===== config.mk =====
export PLATFORM = sky130hd
export DESIGN_NAME = ptts_ctrl
export DESIGN_NICKNAME = d
export VERILOG_FILES = /design/src/design/ptts_pkg.sv /design/src/design/ptts_ctrl.sv
export SDC_FILE = /design/constraint.sdc
export NUM_CORES = 1
export LEC_CHECK = 0
export BUFFER_PORTS_ARGS = -buffer_cell sky130_fd_sc_hd__buf_2
export CORE_MARGIN = 5
export CORE_UTILIZATION = 62
export CTS_CLUSTER_SIZE = 14
export DETAILED_ROUTE_END_ITERATION = 7
export GPL_TIMING_DRIVEN = 1
export PLACE_DENSITY = 0.9
export SETUP_SLACK_MARGIN = 0.02
export SLEW_MARGIN = 20
export SYNTH_ARGS = -nofsm -noshare
export SYNTH_HDL_FRONTEND = slang
export SYNTH_SLANG_ARGS = --single-unit

===== constraint.sdc =====
create_clock -name clk -period 6.7 [get_ports clk]
set_input_delay 0.67 -clock clk [delete_from_list [all_inputs] [get_ports clk]]
set_output_delay 0.67 -clock clk [all_outputs]
set_load 0.02 [all_outputs]

===== src/design/ptts_pkg.sv =====
// ----------------------------------------------------------------------------
// ptts_pkg
// Shared types and codes of the priority task scheduler: datapath operations,
// result status codes, command modes and the controller/datapath link.
// ----------------------------------------------------------------------------
package ptts_pkg;

	// command modes
	localparam logic [2:0] MODE_ADD     = 3'd0;
	localparam logic [2:0] MODE_QTASK   = 3'd1;
	localparam logic [2:0] MODE_QTHREAD = 3'd2;
	localparam logic [2:0] MODE_RUN     = 3'd3;
	localparam logic [2:0] MODE_FINISH  = 3'd4;

	// result status codes
	localparam logic [3:0] ST_CREATED  = 4'd0;
	localparam logic [3:0] ST_RUNNING  = 4'd1;
	localparam logic [3:0] ST_WAITING  = 4'd2;
	localparam logic [3:0] ST_FINISHED = 4'd3;
	localparam logic [3:0] ST_NOTFOUND = 4'd4;
	localparam logic [3:0] ST_IDLE     = 4'd5;
	localparam logic [3:0] ST_BUSY     = 4'd6;
	localparam logic [3:0] ST_NOREPORT = 4'd7;
	localparam logic [3:0] ST_REJECTED = 4'd8;
	localparam logic [3:0] ST_TIME     = 4'd9;

	// configuration register indexes
	localparam logic REG_QUANTUM = 1'b0;
	localparam logic REG_THREADS = 1'b1;

	// results per add command never exceed this
	localparam int BATCH_CAP = 16;

	// datapath operations
	typedef enum logic [4:0] {
		OP_NONE,
		OP_LOAD,
		OP_SC_INIT,
		OP_IDX_INC,
		OP_ADD_WR,
		OP_QT_RD,
		OP_OWN_RD,
		OP_OWN_TM_RD,
		OP_SC_RD,
		OP_SC_CMP,
		OP_DEC_EV,
		OP_ASSIGN_RD,
		OP_ASSIGN,
		OP_RELEASE,
		OP_CH_INIT_Q,
		OP_CH_INIT_R,
		OP_RUN_FULL,
		OP_RUN_FIN,
		OP_FIN_ACC,
		OP_FIN_REP,
		OP_EMIT
	} op_t;

	// controller to datapath
	typedef struct packed {
		op_t        op;
		logic [3:0] code;
		logic       last;
	} cmd_t;

	// datapath to controller
	typedef struct packed {
		logic [2:0] mode;
		logic       cnt_zero;
		logic       cnt_one;
		logic       used;
		logic       flag_wait;
		logic       flag_run;
		logic       flag_fin;
		logic       idx_last;
		logic       qid_ok;
		logic       q_run;
		logic       q_wait;
		logic       q_rec;
		logic       in_pool;
		logic       thr_busy;
		logic       loop;
		logic       rt_ge_d;
		logic       any_task;
		logic       disp_ok;
		logic       fin_any;
		logic       out_busy;
	} stat_t;

endpackage


===== src/design/ptts_ctrl.sv =====
// ----------------------------------------------------------------------------
// ptts_ctrl
// Scheduler controller: sequences command decode, table scans, dispatch,
// finish selection, time chunks and result emission.
// ----------------------------------------------------------------------------
module ptts_ctrl import ptts_pkg::*; (
	input  logic  clk,
	input  logic  arst_n,
	input  logic  in_valid,
	output logic  in_ready,
	input  stat_t stat,
	output cmd_t  cmd
);

	typedef enum logic [22:0] {
		S_IDLE     = 23'd1 << 0,
		S_DEC      = 23'd1 << 1,
		S_EMIT     = 23'd1 << 2,
		S_ADD_SCAN = 23'd1 << 3,
		S_ADD_WR   = 23'd1 << 4,
		S_QT_EM    = 23'd1 << 5,
		S_QH_TM    = 23'd1 << 6,
		S_RUN_CHK  = 23'd1 << 7,
		S_RUN_FULL = 23'd1 << 8,
		S_RUN_END  = 23'd1 << 9,
		S_FIN_CHK  = 23'd1 << 10,
		S_FIN_ACC  = 23'd1 << 11,
		S_D_CHK    = 23'd1 << 12,
		S_D_SCAN   = 23'd1 << 13,
		S_D_CMP    = 23'd1 << 14,
		S_D_ASRD   = 23'd1 << 15,
		S_D_ASN    = 23'd1 << 16,
		S_R_SCAN   = 23'd1 << 17,
		S_R_EV     = 23'd1 << 18,
		S_S_CHK    = 23'd1 << 19,
		S_S_SCAN   = 23'd1 << 20,
		S_S_CMP    = 23'd1 << 21,
		S_S_REL    = 23'd1 << 22
	} state_t;

	state_t     state_q, state_d;
	state_t     ret_q, ret_d;
	state_t     cret_q, cret_d;
	logic [3:0] code_q, code_d;
	logic       last_q, last_d;
	logic       post_q, post_d;

	assign in_ready = state_q == S_IDLE;

	// next state and datapath command
	always_comb begin
		state_d  = state_q;
		ret_d    = ret_q;
		cret_d   = cret_q;
		code_d   = code_q;
		last_d   = last_q;
		post_d   = post_q;
		cmd.op   = OP_NONE;
		cmd.code = code_q;
		cmd.last = last_q;
		unique case (state_q)
			S_IDLE: if (in_valid) begin
				cmd.op  = OP_LOAD;
				state_d = S_DEC;
			end
			S_DEC: begin
				state_d = S_EMIT;
				last_d  = 1'b1;
				ret_d   = S_IDLE;
				code_d  = ST_NOREPORT;
				case (stat.mode)
					MODE_ADD: if (!stat.cnt_zero) begin
						cmd.op  = OP_SC_INIT;
						state_d = S_ADD_SCAN;
					end
					MODE_QTASK: if (stat.qid_ok) begin
						cmd.op  = OP_QT_RD;
						state_d = S_QT_EM;
					end else begin
						code_d = ST_NOTFOUND;
					end
					MODE_QTHREAD: if (stat.in_pool) begin
						if (stat.thr_busy) begin
							cmd.op  = OP_OWN_RD;
							state_d = S_QH_TM;
						end else begin
							code_d = ST_IDLE;
						end
					end
					MODE_RUN:    state_d = S_RUN_CHK;
					MODE_FINISH: state_d = S_FIN_CHK;
					default: ;
				endcase
			end
			S_QT_EM: begin
				state_d = S_EMIT;
				if (stat.q_run)       code_d = ST_RUNNING;
				else if (stat.q_wait) code_d = ST_WAITING;
				else if (stat.q_rec)  code_d = ST_FINISHED;
				else                  code_d = ST_NOTFOUND;
			end
			S_QH_TM: begin
				cmd.op  = OP_OWN_TM_RD;
				code_d  = ST_BUSY;
				state_d = S_EMIT;
			end
			// lowest free id
			S_ADD_SCAN: begin
				if (!stat.used) begin
					state_d = S_ADD_WR;
				end else if (stat.idx_last) begin
					code_d  = ST_REJECTED;
					last_d  = 1'b1;
					ret_d   = S_IDLE;
					state_d = S_EMIT;
				end else begin
					cmd.op = OP_IDX_INC;
				end
			end
			S_ADD_WR: begin
				cmd.op  = OP_ADD_WR;
				code_d  = ST_CREATED;
				last_d  = stat.cnt_one;
				ret_d   = stat.cnt_one ? S_IDLE : S_ADD_SCAN;
				state_d = S_EMIT;
			end
			// run command chunks
			S_RUN_CHK: begin
				post_d  = 1'b0;
				state_d = S_D_CHK;
				if (stat.loop && stat.rt_ge_d) begin
					cmd.op = OP_CH_INIT_Q;
					cret_d = S_RUN_FULL;
				end else begin
					cmd.op = OP_CH_INIT_R;
					cret_d = S_RUN_END;
				end
			end
			S_RUN_FULL: begin
				cmd.op  = OP_RUN_FULL;
				state_d = S_RUN_CHK;
			end
			S_RUN_END: begin
				cmd.op  = OP_RUN_FIN;
				code_d  = ST_TIME;
				last_d  = 1'b1;
				ret_d   = S_IDLE;
				state_d = S_EMIT;
			end
			// finish command chunks
			S_FIN_CHK: begin
				if (stat.any_task) begin
					cmd.op  = OP_CH_INIT_Q;
					cret_d  = S_FIN_ACC;
					post_d  = 1'b0;
					state_d = S_D_CHK;
				end else begin
					cmd.op  = OP_FIN_REP;
					code_d  = ST_TIME;
					last_d  = 1'b1;
					ret_d   = S_IDLE;
					state_d = S_EMIT;
				end
			end
			S_FIN_ACC: begin
				cmd.op  = OP_FIN_ACC;
				state_d = S_FIN_CHK;
			end
			// dispatch: best waiting task onto top idle thread
			S_D_CHK: begin
				if (stat.disp_ok) begin
					cmd.op  = OP_SC_INIT;
					state_d = S_D_SCAN;
				end else if (post_q) begin
					state_d = cret_q;
				end else begin
					cmd.op  = OP_SC_INIT;
					state_d = S_R_SCAN;
				end
			end
			S_D_SCAN: begin
				if (stat.flag_wait) begin
					cmd.op  = OP_SC_RD;
					state_d = S_D_CMP;
				end else if (stat.idx_last) begin
					state_d = S_D_ASRD;
				end else begin
					cmd.op = OP_IDX_INC;
				end
			end
			S_D_CMP: begin
				cmd.op  = OP_SC_CMP;
				state_d = stat.idx_last ? S_D_ASRD : S_D_SCAN;
			end
			S_D_ASRD: begin
				cmd.op  = OP_ASSIGN_RD;
				state_d = S_D_ASN;
			end
			S_D_ASN: begin
				cmd.op  = OP_ASSIGN;
				state_d = S_D_CHK;
			end
			// age running tasks by the chunk time
			S_R_SCAN: begin
				if (stat.flag_run) begin
					cmd.op  = OP_SC_RD;
					state_d = S_R_EV;
				end else if (stat.idx_last) begin
					state_d = S_S_CHK;
				end else begin
					cmd.op = OP_IDX_INC;
				end
			end
			S_R_EV: begin
				cmd.op  = OP_DEC_EV;
				state_d = stat.idx_last ? S_S_CHK : S_R_SCAN;
			end
			// release finished tasks by priority, then shorter execution, then lower id
			S_S_CHK: begin
				if (stat.fin_any) begin
					cmd.op  = OP_SC_INIT;
					state_d = S_S_SCAN;
				end else begin
					post_d  = 1'b1;
					state_d = S_D_CHK;
				end
			end
			S_S_SCAN: begin
				if (stat.flag_fin) begin
					cmd.op  = OP_SC_RD;
					state_d = S_S_CMP;
				end else if (stat.idx_last) begin
					state_d = S_S_REL;
				end else begin
					cmd.op = OP_IDX_INC;
				end
			end
			S_S_CMP: begin
				cmd.op  = OP_SC_CMP;
				state_d = stat.idx_last ? S_S_REL : S_S_SCAN;
			end
			S_S_REL: begin
				cmd.op  = OP_RELEASE;
				state_d = S_S_CHK;
			end
			// result beat into the output register
			S_EMIT: if (!stat.out_busy) begin
				cmd.op  = OP_EMIT;
				state_d = ret_q;
			end
			default: state_d = S_IDLE;
		endcase
	end

	// state registers
	always_ff @(posedge clk or negedge arst_n) begin
		if (!arst_n) begin
			state_q <= S_IDLE;
			ret_q   <= S_IDLE;
			cret_q  <= S_IDLE;
			code_q  <= ST_NOREPORT;
			last_q  <= 1'b0;
			post_q  <= 1'b0;
		end else begin
			state_q <= state_d;
			ret_q   <= ret_d;
			cret_q  <= cret_d;
			code_q  <= code_d;
			last_q  <= last_d;
			post_q  <= post_d;
		end
	end

endmodule


After elaboration in Yosys (flattened, before gate mapping):

Cells that the tools add are included.

* muxes and demuxes: 67
* reduce and logical (&&, ||, !) cells: 15
* eq/ne operators: 38

Operators with widths (count)
* case mux 23 bit (19 select lines): 1
* 2-to-1 mux 23 bit: 17
* case mux 5 bit (21 select lines): 1
* case mux 23 bit (4 select lines): 1
* case mux 11 bit (5 select lines): 1
* case mux 23 bit (2 select lines): 1
* case mux 4 bit (7 select lines): 1
* 2-to-1 mux 4 bit: 6
* == test 23 x 1 -> 1 bit (second input constant): 1
* == test 23 x 10 -> 1 bit (second input constant): 1
* == test 23 x 11 -> 1 bit (second input constant): 1
* == test 23 x 12 -> 1 bit (second input constant): 1
* == test 23 x 13 -> 1 bit (second input constant): 1
* == test 23 x 14 -> 1 bit (second input constant): 1
* == test 23 x 15 -> 1 bit (second input constant): 1
* == test 23 x 16 -> 1 bit (second input constant): 1
* == test 23 x 17 -> 1 bit (second input constant): 1
* == test 23 x 18 -> 1 bit (second input constant): 1
* == test 23 x 19 -> 1 bit (second input constant): 1
* == test 23 x 2 -> 1 bit (second input constant): 1
* == test 23 x 20 -> 1 bit (second input constant): 1
* == test 23 x 21 -> 1 bit (second input constant): 1
* == test 23 x 22 -> 1 bit (second input constant): 1
* == test 23 bit (second input constant): 1
* other kinds (39): 75

* flip-flop bits (word level): 75
* bits of input ports: 25
* output and inout port bits: 11

Longest topological paths before layout:

Gate-level depths: netlist (run 1).

* depth after elaboration: 4
* gate-level depth with buffers: 9
* gate-level depth less buffers: 6

Worst setup path before layout (run 1):

No wires, ideal clock.

* path kind: register to output
* start point: register state_q[8]
* end point: output cmd[5] (netlist name)
* arrival time: 2.828 ns
* setup slack: 3.202 ns
* cell stages (with the launch flop): 9
* data required time: 6.030 ns
* buffers on the path: 2
* cells stage by stage: dfrtp_1 buf_6 or4_4 or4_4 buf_6 nor3_1 a22oi_1 o211ai_1 or4_1

RTL lines
* from (decl): RTL line ptts_ctrl.sv:41 `state_t state_q, state_d;`
* from (signal assigned): RTL line ptts_ctrl.sv:265 `state_q <= state_d;`
* to (decl): RTL line ptts_ctrl.sv:12 `output cmd_t cmd`

==> results of run 1 <==
## power breakdown
group	internal, µW	switching, µW	total (µW)
logic	111	205	316
clock network	72.6	75.1	148
registers	259	26.0	285
total	443	306	749
## Yosys cell counts, types with 2 or more instances
master    count  area [µm²]
clkbuf_1      6        22.5
nand4b_1      2        17.5
a211oi_1      4        30.0
dfstp_2       6         158
a22o_1        2        17.5
nand2b_1      8        50.1
o22ai_1       2        12.5
a311oi_1      2        17.5
o211ai_1      2        15.0
nand3b_1      5        37.5
nand4_1       5        31.3
nand3_1      10        50.1
a21oi_1       9        45.0
a22oi_1       2        15.0
nor2_1       37         139
nand2_1      24        90.1
or4_1         9        67.6
and3_1        6        37.5
xnor2_1       3        26.3
o21ai_0      17        85.1
buf_2         2        10.0
o221ai_1      2        17.5
nor2b_1       8        50.1
xor2_1        4        35.0
o32a_1        3        30.0
or2_2         2        12.5
clkbuf_8      6        82.6
nor3b_1       3        22.5
buf_6         3        33.8
nor3_1       21         105
inv_1        12        45.0
or3_1         7        43.8
dfrtp_1      29         726
or4_4         5        56.3
mux2i_1       2        20.0
and2_1        6        37.5
nor4_1       16         100
## kinds of logic (layout without fill, tap and decap cells)
family	after synthesis	count (layout)
AND/OR/NAND/NOR	182	182
AO/OA/AOI/OAI	55	55
flip-flops	35	35
buffers and inverters	30	56
XOR/XNOR	7	7
multiplexers	2	2
## how the worst max path moves through the flow
stage          endpoint   startpoint  cells past startpoint
5_1_grt          cmd[6]   state_q[8]                      7
6_report         cmd[7]  state_q[17]                      7
2_1_floorplan    cmd[5]   state_q[8]                      8
3_3_place_gp     cmd[6]   state_q[4]                      7
4_1_cts          cmd[7]  state_q[17]                      7
3_5_place_dp     cmd[6]   state_q[8]                      7
## worst register-to-register path: cells and delay by family (launching register included)
| family | cells | cell delay, ns |
|---|---|---|
| compound gates | 1 | 0.16 |
| flops | 1 | 0.49 |
| simple gates | 5 | 2.24 |
## registers in the layout, indices dropped and copies added (netlist names)
signal,count
code_q,4
cret_q,4
last_q,1
post_q,1
ret_q,2
state_q,23
## per-stage QoR
step                      area, µm²  setup WS [ns]  power (µW)  util [%]  instances
final                          2750           2.76         749      68.7        387
after CTS                      2750           2.81         743      68.7        387
after floorplan                2570           3.20         506         -        311
after detailed placement       2660           3.11         595      66.5        379
after global routing           2750           2.58         792      68.7        387
after global placement         2660           3.15         592      66.5        379
## area by class of cell
cell class | instances | area [µm²]
Tap cell | 50 | 62.6
Clock buffer | 6 | 72.6
Timing Repair Buffer | 36 | 183
Fill cell | 346 | 1250
Sequential cell | 35 | 883
Multi-Input combinational cell | 246 | 1490
Clock inverter | 2 | 12.5
Inverter | 12 | 45.0
## routing by layer
| layer | track usage (%) | share of wire, % |
|---|---|---|
| met5 | 0 | 0 |
| met4 | 11.3 | 4.2 |
| met3 | 5.41 | 10 |
| met2 | 39.5 | 44 |
| met1 | 38.6 | 42 |
==> results by stage, run 1 <==
STA:
- The maximum operating frequency is roughly 250 MHz.
- The final total negative setup slack is 0 ns.
- Setup repair after global routing left no endpoint under its margin.
- The minimum clock period after layout is approximately 3.9 ns.
- After layout, the worst path uses between 50% and 60% of the clock period.
- Hold is met by roughly 0.45 ns.
- The final number of hold-violating endpoints is 0.
- For the pin with the worst max-slew slack, the measured transition is 0.741 ns.
- The relative slew slack is between 50% and 60%.
- The final max-slew violation count is 0.
- Setup violations remaining at the end of the flow were counted as 0.
- For the final database, setup skew stands at a little under 0.007 ns.

Synthesis:
- The post-synth net total is 336.
- The synthesized netlist devotes between 15 and 20% of its cell area to compound gates.
- In this run the mean area of a mapped cell was just over 8 µm².
- For this run, the number of Yosys warnings is 0.
- The synthesized design contains 35 register bits.
- The share of the synthesized netlist area taken by xor and xnor gates is ~2.4%.
- The number of enable flip-flop cells after synthesis is 0.
- The combinational family with the most area after synthesis is simple AND/OR/NAND/NOR gates.
- The synthesized netlist devotes 39.5% of its cell area to simple gates.
- The dominant synthesized flop cell is dfrtp_1.
- The cell count after synthesis is roughly 310.
- The distinct cell type count after synthesis is 56.
- The share of the yosys chip area belonging to registers is about a third.
- The share of synthesized area spent on multiplexers is 0.778%.
- The cell area after synthesis is 2570 µm².
- The share of synthesized registers carrying an async set or reset is between 90% and 100%.
- The area share of fa/ha/maj cells after synthesis is 0%.

Die:
- Once the floorplan was initialized, standard cells occupied between 60% and 70% of the core.
- The I/O pin total is 36.
- From left edge to right edge, the die measures around 74 µm.
- The floorplan core area is ~4000 µm².
- The die boundary height is between 70 and 80 µm.
- The floorplan row count is 23.
- The total die area is about 5500 µm².

Place:
- Routability-driven placement finished with a final weighted congestion of between 1 and 1.5.
- The detailed-placement wirelength estimate is between 5000 and 6000 µm.
- Port buffering added 35 buffers.

CTS:
- The clock tree root buffer cell is clkbuf_8.
- After clock tree synthesis, the repair step resized 0 gates.
- The number of hold buffers added after cts is 0.
- The buffer count from post-CTS setup fixing is 0.
- The clock tree from TritonCTS is done.
- The clock tree synthesis step divided the H-tree into 2 levels.
- The number of clock sinks seen by CTS is 35.
- The clock latency at the later pin of the worst-skew pair is about 0.28 ns.
- The number of CTS-inserted buffers is 5.
- The clock transition at the registers of the reported paths is about 0.07 ns.
- The clock passes through at most 2 buffers.

Drt:
- After detailed routing, the total wire length is about 7000 µm.
- After detailed routing, the number of vias per cell comes to between 6 and 7.
- The initial detailed-routing violation count is approximately 330.
- The length of the first detailed-routing pass in iterations is 6.
- The count of unresolved DRC violations after routing is 0.
- The routed wirelength normalized by instance count is between 15 and 20 µm.
- In this run the remaining antenna-violating nets after routing total 0.
- The total number of vias is 2,644.

Finish:
- The net count of the finished layout is between 300 and 400.
- The synthesis-to-layout area growth is 6.76%.
- The repair_antennas step left the layout with diodes totalling 0.
- The fraction of layout cells with a size suffix above 1 is 18.4%.
- In the layout the commonest cells are 37 x nor2_1, 35 x buf_2, 29 x dfrtp_1.
- The library cell used most frequently in the layout, excluding fill and tap cells, is nor2_1.

Critical path:
- STA classifies the critical path endpoint as an output pin.
- The slowest stage of the critical path belongs to the cell or4_1.
- Data on the critical path arrives at its endpoint at 3.27 ns.
- The type of the worst setup path is flip-flop to output pin.
- In this design, the largest share of critical-path delay is due to simple AND/OR/NAND/NOR gates.
- The launch point of the worst reg-to-reg path is state_q[8].
- STA classifies the critical path startpoint as a flip-flop.
- The endpoint of the worst register-to-register path is state_q[2].
- Traced cell by cell, the critical path runs through or4_1 > or4_4 > nor3_1 > nor2_1 > nand2_1 > nand4b_1 > buf_2.
- The register-to-register setup slack is 3.67 ns.
- The data required time of the critical path is around 6 ns.
- Counting both buffers and inverters, the worst setup path holds a total of 1.
- In this run the worst path has a maximum fanout of 7.
- The largest single stage delay on the critical path is between 0.6 and 0.7 ns.
- The depth of the worst register-to-register path is 6.

Global route:
- Entering global routing, the biggest net connects 36 pins.
- The first-pass GRT wire length is roughly 11,000 µm.
- After global routing the overflow that remains totals 0.
- The via count of the first global-routing pass is 2,313.
- Global routing consumed, over all layers together, a little over a quarter of the routing resources.
- The initial antenna violation count was 0.

Power:
- The worst voltage drop across the vdd grid is 190 µV.
- The total leakage power is between 0.001 and 0.0015 µW.
- For this design the ratio of total power to cell area is ~270 nW/µm².

Job:
- The count of max-cap constraint violations is 0.

Hold path:
- The type of the worst min-delay path is input pin to asynchronous set/reset pin.

Status:
- The run finished with clean final reports.
Note: power is estimated with default switching activity, not from simulation.
==> inputs of run 2 (changes only) <==
Settings changed: CORE_UTILIZATION 62 to 58, PLACE_DENSITY 0.9 to 0.86.
Clock period 6.7 ns to 3.9 ns, I/O delays scaled along.
==> run 2 against run 1 <==
Against the previous run: largest power group unchanged; clock skew fell by 0.0031 ns; global-route usage fell by 2.2 points; clock-buffer cell count rose by 1; setup slack got worse by 2.5 ns.
==> results by stage, run 2 (same netlist as run 1, synthesis figures left out) <==
STA:
- The total of endpoints with negative setup slack in the final report is 0 (unchanged).
- Setup repair after global routing left no endpoint under its margin.
- The final worst-path cycle share is 93.2%.
- The minimum clock period after layout is ~3.6 ns.
- The final total negative setup slack is 0 ns (unchanged).
- The relative slew slack is 46.4% (-4.2 points).
- The slew at the pin closest to its max-slew limit is 0.804 ns (+0.0627 ns).
- The maximum operating frequency is approximately 280 MHz.
- The final clock skew is 0.00374 ns (-0.00312 ns).
- The final number of hold-violating endpoints came to 0 (unchanged).
- The final max-slew violation count is 0 (unchanged).

Critical path:
- In this design, the largest share of critical-path delay is due to simple AND/OR/NAND/NOR gates.
- The highest-delay cell along the critical path is or4_1.
- The data required time of the critical path is 3.51 ns (-2.52 ns).
- The signal on the critical path passes through or4_1 > or4_4 > nor3_1 > nor2_1 > nand2_1 > nand4b_1 > buf_2.
- STA classifies the critical path startpoint as a flip-flop.
- The category of the worst setup path capture point is an output pin.
- The maximum single-stage delay on the critical path is 0.68 ns (about the same).
- The data arrival time at the worst-slack endpoint is 3.24 ns (-0.03 ns).
- The setup path with the least slack is of type flip-flop to output pin.
- The critical path buffer and inverter count is 1 (unchanged).
- The highest net fanout along the worst path came to 7 (unchanged).

Finish:
- The count of placed standard cells in the final layout, fillers left out is 392 (+1.3%).
- The fraction of layout cells with a size suffix above 1 is 19.1% (+0.72 points).
- In the layout the commonest cells are 37 x nor2_1, 35 x buf_2, 29 x dfrtp_1.
- The largest registers in the layout are state_q x23, code_q x4, cret_q x4.
- The area growth from synthesis to layout is 7.98%.
- The flip-flop count of the largest register, all copies and words added was 23 (unchanged).
- The antenna cell count is 0 (unchanged).
- The register with the most flip-flops is state_q.
- Leaving out fill and tap cells, the most frequent cell in the layout is nor2_1.
- The utilization after layout was 64.2% (-4.4 points).
- The final net count came to 364 (+0.83%).

Drt:
- The routed wirelength normalized by instance count is 18.2 µm (+0.64%).
- The antenna violation net count after detailed routing is 0 (unchanged).
- The vias per cell is 6.53 (-4.4%).
- The routed wire length is 7150 µm (+1.9%).
- The met3 routed wirelength is 525 µm (-25%).
- The count of unresolved DRC violations after routing is 0 (unchanged).
- The met2 wire length is 3270 µm (+6.5%).
- The length of the first detailed-routing pass in iterations is 5 (-1).
- The initial detailed-routing violation count was 348 (+6.4%).
- The sum of routed wire segments on met1 is 3170 µm (+7.5%).
- The uppermost layer routed is met4.
- The total number of vias came to 2,559 (-3.2%).

Hold path:
- The worst hold path belongs to the class input pin to asynchronous set/reset pin.

Global route:
- The total congestion overflow was 0 (unchanged).
- The initial antenna violation count came to 0 (unchanged).
- The largest net degree at the start of global routing came to 36 (unchanged).
- The global-route usage over all layers is 24.7% (-2.2 points).
- The via count of the first global-routing pass is 2,399 (+3.7%).
- The first-pass GRT wire length is 11,900 µm (+5.9%).

Place:
- The routability congestion estimate is 0.983 (-2.6%).
- The number of buffer cells added on primary ports was 35 (unchanged).
- The detailed-placement wirelength estimate came to 5310 µm (-2.2%).
- The number of cells after detailed placement is 384 (+1.3%).

Die:
- The die boundary height was 76.6 µm (+2.9%).
- The total die area was 5870 µm² (+5.9%).
- The overall die width is 76.6 µm (+2.9%).
- The floorplan row count is 24 (+4.3%).
- The starting density of the core is 59.5% (-4.8 points).
- The I/O pin total came to 36 (unchanged).
- The floorplan core area is 4320 µm² (+8.1%).

CTS:
- The clock latency at the later pin of the worst-skew pair is 0.29 ns (about the same).
- The number of CTS-inserted buffers is 5 (unchanged).
- The number of H-tree levels is 2 (unchanged).
- The buffer depth of the longest clock path was 2 (unchanged).
- The number of hold buffers added after cts was 0 (unchanged).
- The count of instances resized after the clock tree is built is 0 (unchanged).
- The number of clock sinks seen by CTS is 35 (unchanged).
- In this run the clock root is driven by a clkbuf_8.
- The clock transition at the registers of the reported paths is 0.07 ns (about the same).
- The buffer count from post-CTS setup fixing came to 0 (unchanged).
- TritonCTS built the clock tree.

Job:
- The count of max-cap constraint violations is 0 (unchanged).

Power:
- The total leakage power is 0.00125 µW (+1.8%).
- The worst voltage drop across the vdd grid is 342 µV (+80%).
- The power density relative to cell area is 477 nW/µm² (+75%).

Status:
- The run finished with clean final reports.
run 2: cell count changes in the layout (fill, tap and decap cells not counted):
cell        before  now
clkinvlp_4       1    0
clkbuf_8         5    6
buf_4            1    4
run 2: power breakdown:
group,switching [µW],total (µW),internal (µW)
sequential,41.7,487,445
combinational,356,560,204
clock,135,277,143
run 2: metrics by stage:
stage / hold WS (ns) / instance area [µm²] / total power [µW] / worst slack, ns
finish: 0.185 / 2780 / 1320 / 0.266
global route: 0.261 / 2780 / 1410 / 0.129
CTS: 0.211 / 2780 / 1320 / 0.304
detailed placement: 0.476 / 2690 / 1040 / 0.640
global placement: 0.471 / 2690 / 1030 / 0.704
floorplan: 0.0944 / 2570 / 870 / 0.682
run 2: layout make-up:
cell class / count / area, µm²
repair buffers: 39 / 205
multi-input cells: 246 / 1490
well taps: 52 / 65.1
clock buffers: 7 / 86.3
clock inverters: 1 / 5.00
inverters: 12 / 45.0
flip-flops and latches: 35 / 883
fillers: 379 / 1550
run 2: routing by layer:
| layer | vias to the layer above | GRT usage (%) |
|---|---|---|
| met4 | 0 | 7.34 |
| li1 | 1214 | - |
| met1 | 1179 | 35.5 |
| met5 | - | 0 |
| met2 | 141 | 37.8 |
| met3 | 25 | 4.37 |
run 2: final timing paths:
check	from	to	slack, ns	cells after the start
setup / recovery	state_q[17]	cmd[7]	0.27	7
hold / removal	arst_n	state_q[14]	0.18	1
setup reg to reg	state_q[8]	state_q[3]	0.85	6
hold reg to reg	code_q[2]	code_q[2]	0.48	2
max in group asynchronous	arst_n	state_q[1]	3.20	1
min in group clk	stat[17]	ret_q[3]	0.30	2
==> inputs of run 3 (changes only) <==
Settings changed: ABC_AREA from default to 1, CORE_UTILIZATION 58 to 25, GPL_TIMING_DRIVEN 1 to default, PLACE_DENSITY 0.86 to 0.46.
==> run 3 against run 2 <==
Against the previous run: final cell count rose by 44%; fmax is 22% higher; critical path type unchanged; largest cell class unchanged; flip-flop and latch count is the same; highest routed layer unchanged; design area is 9.2% higher.
==> results by stage, run 3 <==
Status:
- The run finished with clean final reports.

Synthesis:
- The biggest area contributor in the post-synthesis netlist is dfrtp_1.
- The Yosys warning count is 0 (unchanged).
- The share of the yosys chip area belonging to registers is 33.9% (-0.43 points).
- The share of synthesized registers carrying an async set or reset is 100% (unchanged).
- The cell area after synthesis is 2600 µm² (+1.3%).
- After synthesis, the most frequently instantiated cells are 78 x nor2_1, 73 x nand2_1, 54 x inv_1.
- The post-synth net total was 413 (+23%).
- Sorting the synthesized cells by area gives the leading types as dfrtp_1 28%, nor2_1 11%, nand2_1 11%, nand3_1 9.2%, inv_1 7.8%.
- The average cell area after synthesis is 6.71 µm² (-19%).
- The distinct cell type count after synthesis is 34 (-39%).
- The number of enable flip-flop cells after synthesis was 0 (unchanged).
- The flip-flop and latch count after synthesis is 35 (unchanged).
- The most common cell in the synthesized netlist is nor2_1.
- The area share of the largest cell type after synthesis was 27.9% (-0.35 points).
- The cell count after synthesis came to 388 (+25%).
- For this run, the leading register cell type out of synthesis is dfrtp_1.

Critical path:
- In this run the critical register-to-register path is launched from state_q[11].
- The depth of the worst register-to-register path was 10 (+4).
- The data arrival time at the worst-slack endpoint is 2.58 ns (-0.66 ns).
- By startpoint and endpoint, the worst setup path is classified as flip-flop to output pin.
- Traced cell by cell, the critical path runs through nor2_1 > nand2_2 > nor2_4 > nand2_4 > nor2_2 > inv_1 > nor2_1 > nor2_1 > o2111ai_1 > buf_2.
- The highest-delay cell along the critical path is dfrtp_1.
- In this run the worst setup path begins at state_q[11].
- The cell type with the highest occurrence count on the critical path is nor2_1.
- The data required time of the critical path was 3.51 ns (about the same).
- The category of the worst setup path capture point is an output pin.
- The highest net fanout along the worst path came to 12 (+5).
- The critical path startpoint category is a flip-flop.
- The register-to-register setup slack is 1.70 ns (+0.85 ns).
- The maximum single-stage delay on the critical path is 0.42 ns (-0.26 ns).
- The end point of the critical path is cmd[7].
- The worst register-to-register path ends at state_q[3].

Drt:
- The length of the first detailed-routing pass in iterations is 4 (-1).
- The count of unresolved DRC violations after routing is 0 (unchanged).
- The vias per cell came to 4.71 (-28%).
- The initial detailed-routing violation count is 226 (-35%).
- The routed wire length is 7960 µm (+11%).
- The total number of vias is 2,653 (+3.7%).
- The routed wirelength normalized by instance count is 14.1 µm (-22%).
- The antenna violation net count after detailed routing is 0 (unchanged).

STA:
- The final hold slack is 0.186 ns (+0.00139 ns).
- The maximum operating frequency came to 337 MHz (+22%).
- The final total negative setup slack came to 0 ns (unchanged).
- The final number of hold-violating endpoints is 0 (unchanged).
- The relative slew slack is 47.0% (+0.61 points).
- The final clock skew is 0.00588 ns (+0.00214 ns).
- The total of endpoints with negative setup slack in the final report is 0 (unchanged).
- The final worst-path cycle share is 76.2% (-17 points).
- The final max-slew violation count is 0 (unchanged).
- The slew at the pin closest to its max-slew limit is 0.794 ns (-0.00913 ns).
- Setup repair after global routing left no endpoint under its margin.
- The minimum clock period after layout was 2.97 ns (-0.664 ns).

Die:
- The die boundary height is 112 µm (+46%).
- The overall die width is 112 µm (+46%).
- The starting density of the core is 25.5% (-34 points).
- The floorplan row count is 37 (+54%).
- The floorplan core area is 10,200 µm² (+140%).
- The I/O pin total was 36 (unchanged).
- The total die area is 12,600 µm² (+110%).

CTS:
- The count of instances resized after the clock tree is built is 0 (unchanged).
- The buffer count from post-CTS setup fixing came to 0 (unchanged).
- The number of hold buffers added after cts is 0 (unchanged).
- The number of H-tree levels is 2 (unchanged).
- The tree is rooted in a clkbuf_8.
- The number of clock sinks seen by CTS came to 35 (unchanged).
- The number of CTS-inserted buffers is 5 (unchanged).
- The buffer depth of the longest clock path was 2 (unchanged).
- TritonCTS built the clock tree.
- The clock latency at the later pin of the worst-skew pair was 0.29 ns (about the same).
- The clock transition at the registers of the reported paths is 0.08 ns (about the same).

Finish:
- The final net count was 451 (+24%).
- The fraction of layout cells with a size suffix above 1 is 21.5% (+2.4 points).
- The library cells used most frequently in the layout, excluding fill and tap cells, are 78 x nor2_1, 73 x nand2_1, 54 x inv_1.
- The synthesis-to-layout area growth is 16.5%.
- The number of fillers in the final layout is 1,109 (+190%).
- The largest registers in the layout are state_q x23, code_q x4, cret_q x4.
- The antenna cell count is 0 (unchanged).
- The most common cell after layout, fill and taps aside is nor2_1.
- Ranked by flip-flop count, first place goes to state_q.
- The flip-flop count of the largest register, all copies and words added is 23 (unchanged).

Place:
- The routability congestion estimate is 0.865 (-12%).
- The number of buffer cells added on primary ports is 35 (unchanged).
- The detailed-placement wirelength estimate is 6440 µm (+21%).

Power:
- The worst voltage drop across the vdd grid is 257 µV (-25%).
- The part of the total power dissipated in the clock network is 24.9% (+4.0 points).
- The power spent charging and discharging nets came to 577 µW (+8.4%).
- The portion of total power attributed to combinational logic is 40.8% (-1.5 points).
- The power density relative to cell area is 461 nW/µm² (-3.4%).
- The internal power was 821 µW (+3.6%).
- The total leakage power is 0.00164 µW (+31%).
- The switching share of power came to 41.3% (+1.1 points).
- The fraction of power consumed by sequential logic came to 34.3% (-2.5 points).

Global route:
- The first-pass GRT wire length is 13,100 µm (+10%).
- The global-route usage over all layers is 12.9% (-12 points).
- The via count of the first global-routing pass was 2,555 (+6.5%).
- The largest net degree at the start of global routing is 36 (unchanged).
- The initial antenna violation count was 0 (unchanged).
- The total congestion overflow is 0 (unchanged).

Job:
- The count of max-cap constraint violations is 0 (unchanged).

Hold path:
- The type of the worst min-delay path is input pin to asynchronous set/reset pin.
-- run 3: changes by cell type after synthesis, moves of 8 or more --
| cell | previous run | this run |
|---|---|---|
| o21ai_0 | 17 | 5 |
| inv_1 | 12 | 54 |
| nor4_1 | 16 | 1 |
| nand2b_1 | 8 | 0 |
| nand3_1 | 10 | 48 |
| nor2b_1 | 8 | 0 |
| nor2_1 | 37 | 78 |
| nand2_1 | 24 | 73 |
| nor3_1 | 21 | 10 |
| nor2_2 | 0 | 11 |
| or4_1 | 9 | 0 |
-- run 3: cell families (layout without fill, tap and decap cells) --
group           count (synthesis)  count (layout)  synth area share, %
simple gates                  259             259                 48.8
buf+inv                        65             104                 10.2
flops                          35              35                 33.9
compound gates                 29              29                 7.16
-- run 3: per-stage QoR --
stage | setup slack (ns) | power (µW) | std cells | cell area (µm²) | util [%]
2_1_floorplan | 1.82 | 900 | 388 | 2610 | -
3_3_place_gp | 1.27 | 1050 | 555 | 2920 | 28.5
3_5_place_dp | 1.29 | 1060 | 555 | 2920 | 28.5
4_1_cts | 0.958 | 1410 | 563 | 3030 | 29.7
5_1_grt | 0.701 | 1490 | 563 | 3030 | 29.7
6_report | 0.929 | 1400 | 563 | 3030 | 29.7
-- run 3: layout make-up --
class / instances / area (µm²) / area share [%]
well taps: 136 / 170 / 5.61
clock inverters: 2 / 35.0 / 1.15
inverters: 61 / 231 / 7.63
flip-flops and latches: 35 / 883 / 29.1
repair buffers: 35 / 175 / 5.77
multi-input cells: 288 / 1460 / 48.0
clock buffers: 6 / 82.6 / 2.72
-- run 3: how the worst min path moves through the flow --
stage,slack (ns),from,to,depth (start not counted)
5_1_grt,0.26,arst_n,state_q[21],1
3_3_place_gp,0.45,cret_q[0],cret_q[0],2
3_5_place_dp,0.45,cret_q[0],cret_q[0],2
2_1_floorplan,0.09,arst_n,code_q[3],0
6_report,0.19,arst_n,state_q[9],1
4_1_cts,0.22,arst_n,state_q[22],1
-- run 3: critical path: cells and delay by family, from the launching register on --
family          cells  cell delay, ns
compound gates      1            0.12
buf+inv             2            0.37
flops               1            0.42
simple gates        7            1.40
-- run 3: power groups by stage --
stage / registers [µW] / clock network, µW / logic, µW
2_1_floorplan: 503 / 0 / 397
3_3_place_gp: 485 / 0 / 568
3_5_place_dp: 484 / 0 / 572
4_1_cts: 479 / 360 / 573
5_1_grt: 486 / 370 / 636
6_report: 479 / 348 / 571
-- run 3: per-layer routing --
layer  global-route usage (%)  part of all wire, %  wire length [µm]
met2                     19.9                   45              3580
met3                     2.48                  7.0               555
met1                     18.6                   47              3770
met5                        0                    0                 0
met4                     2.64                 0.63                50
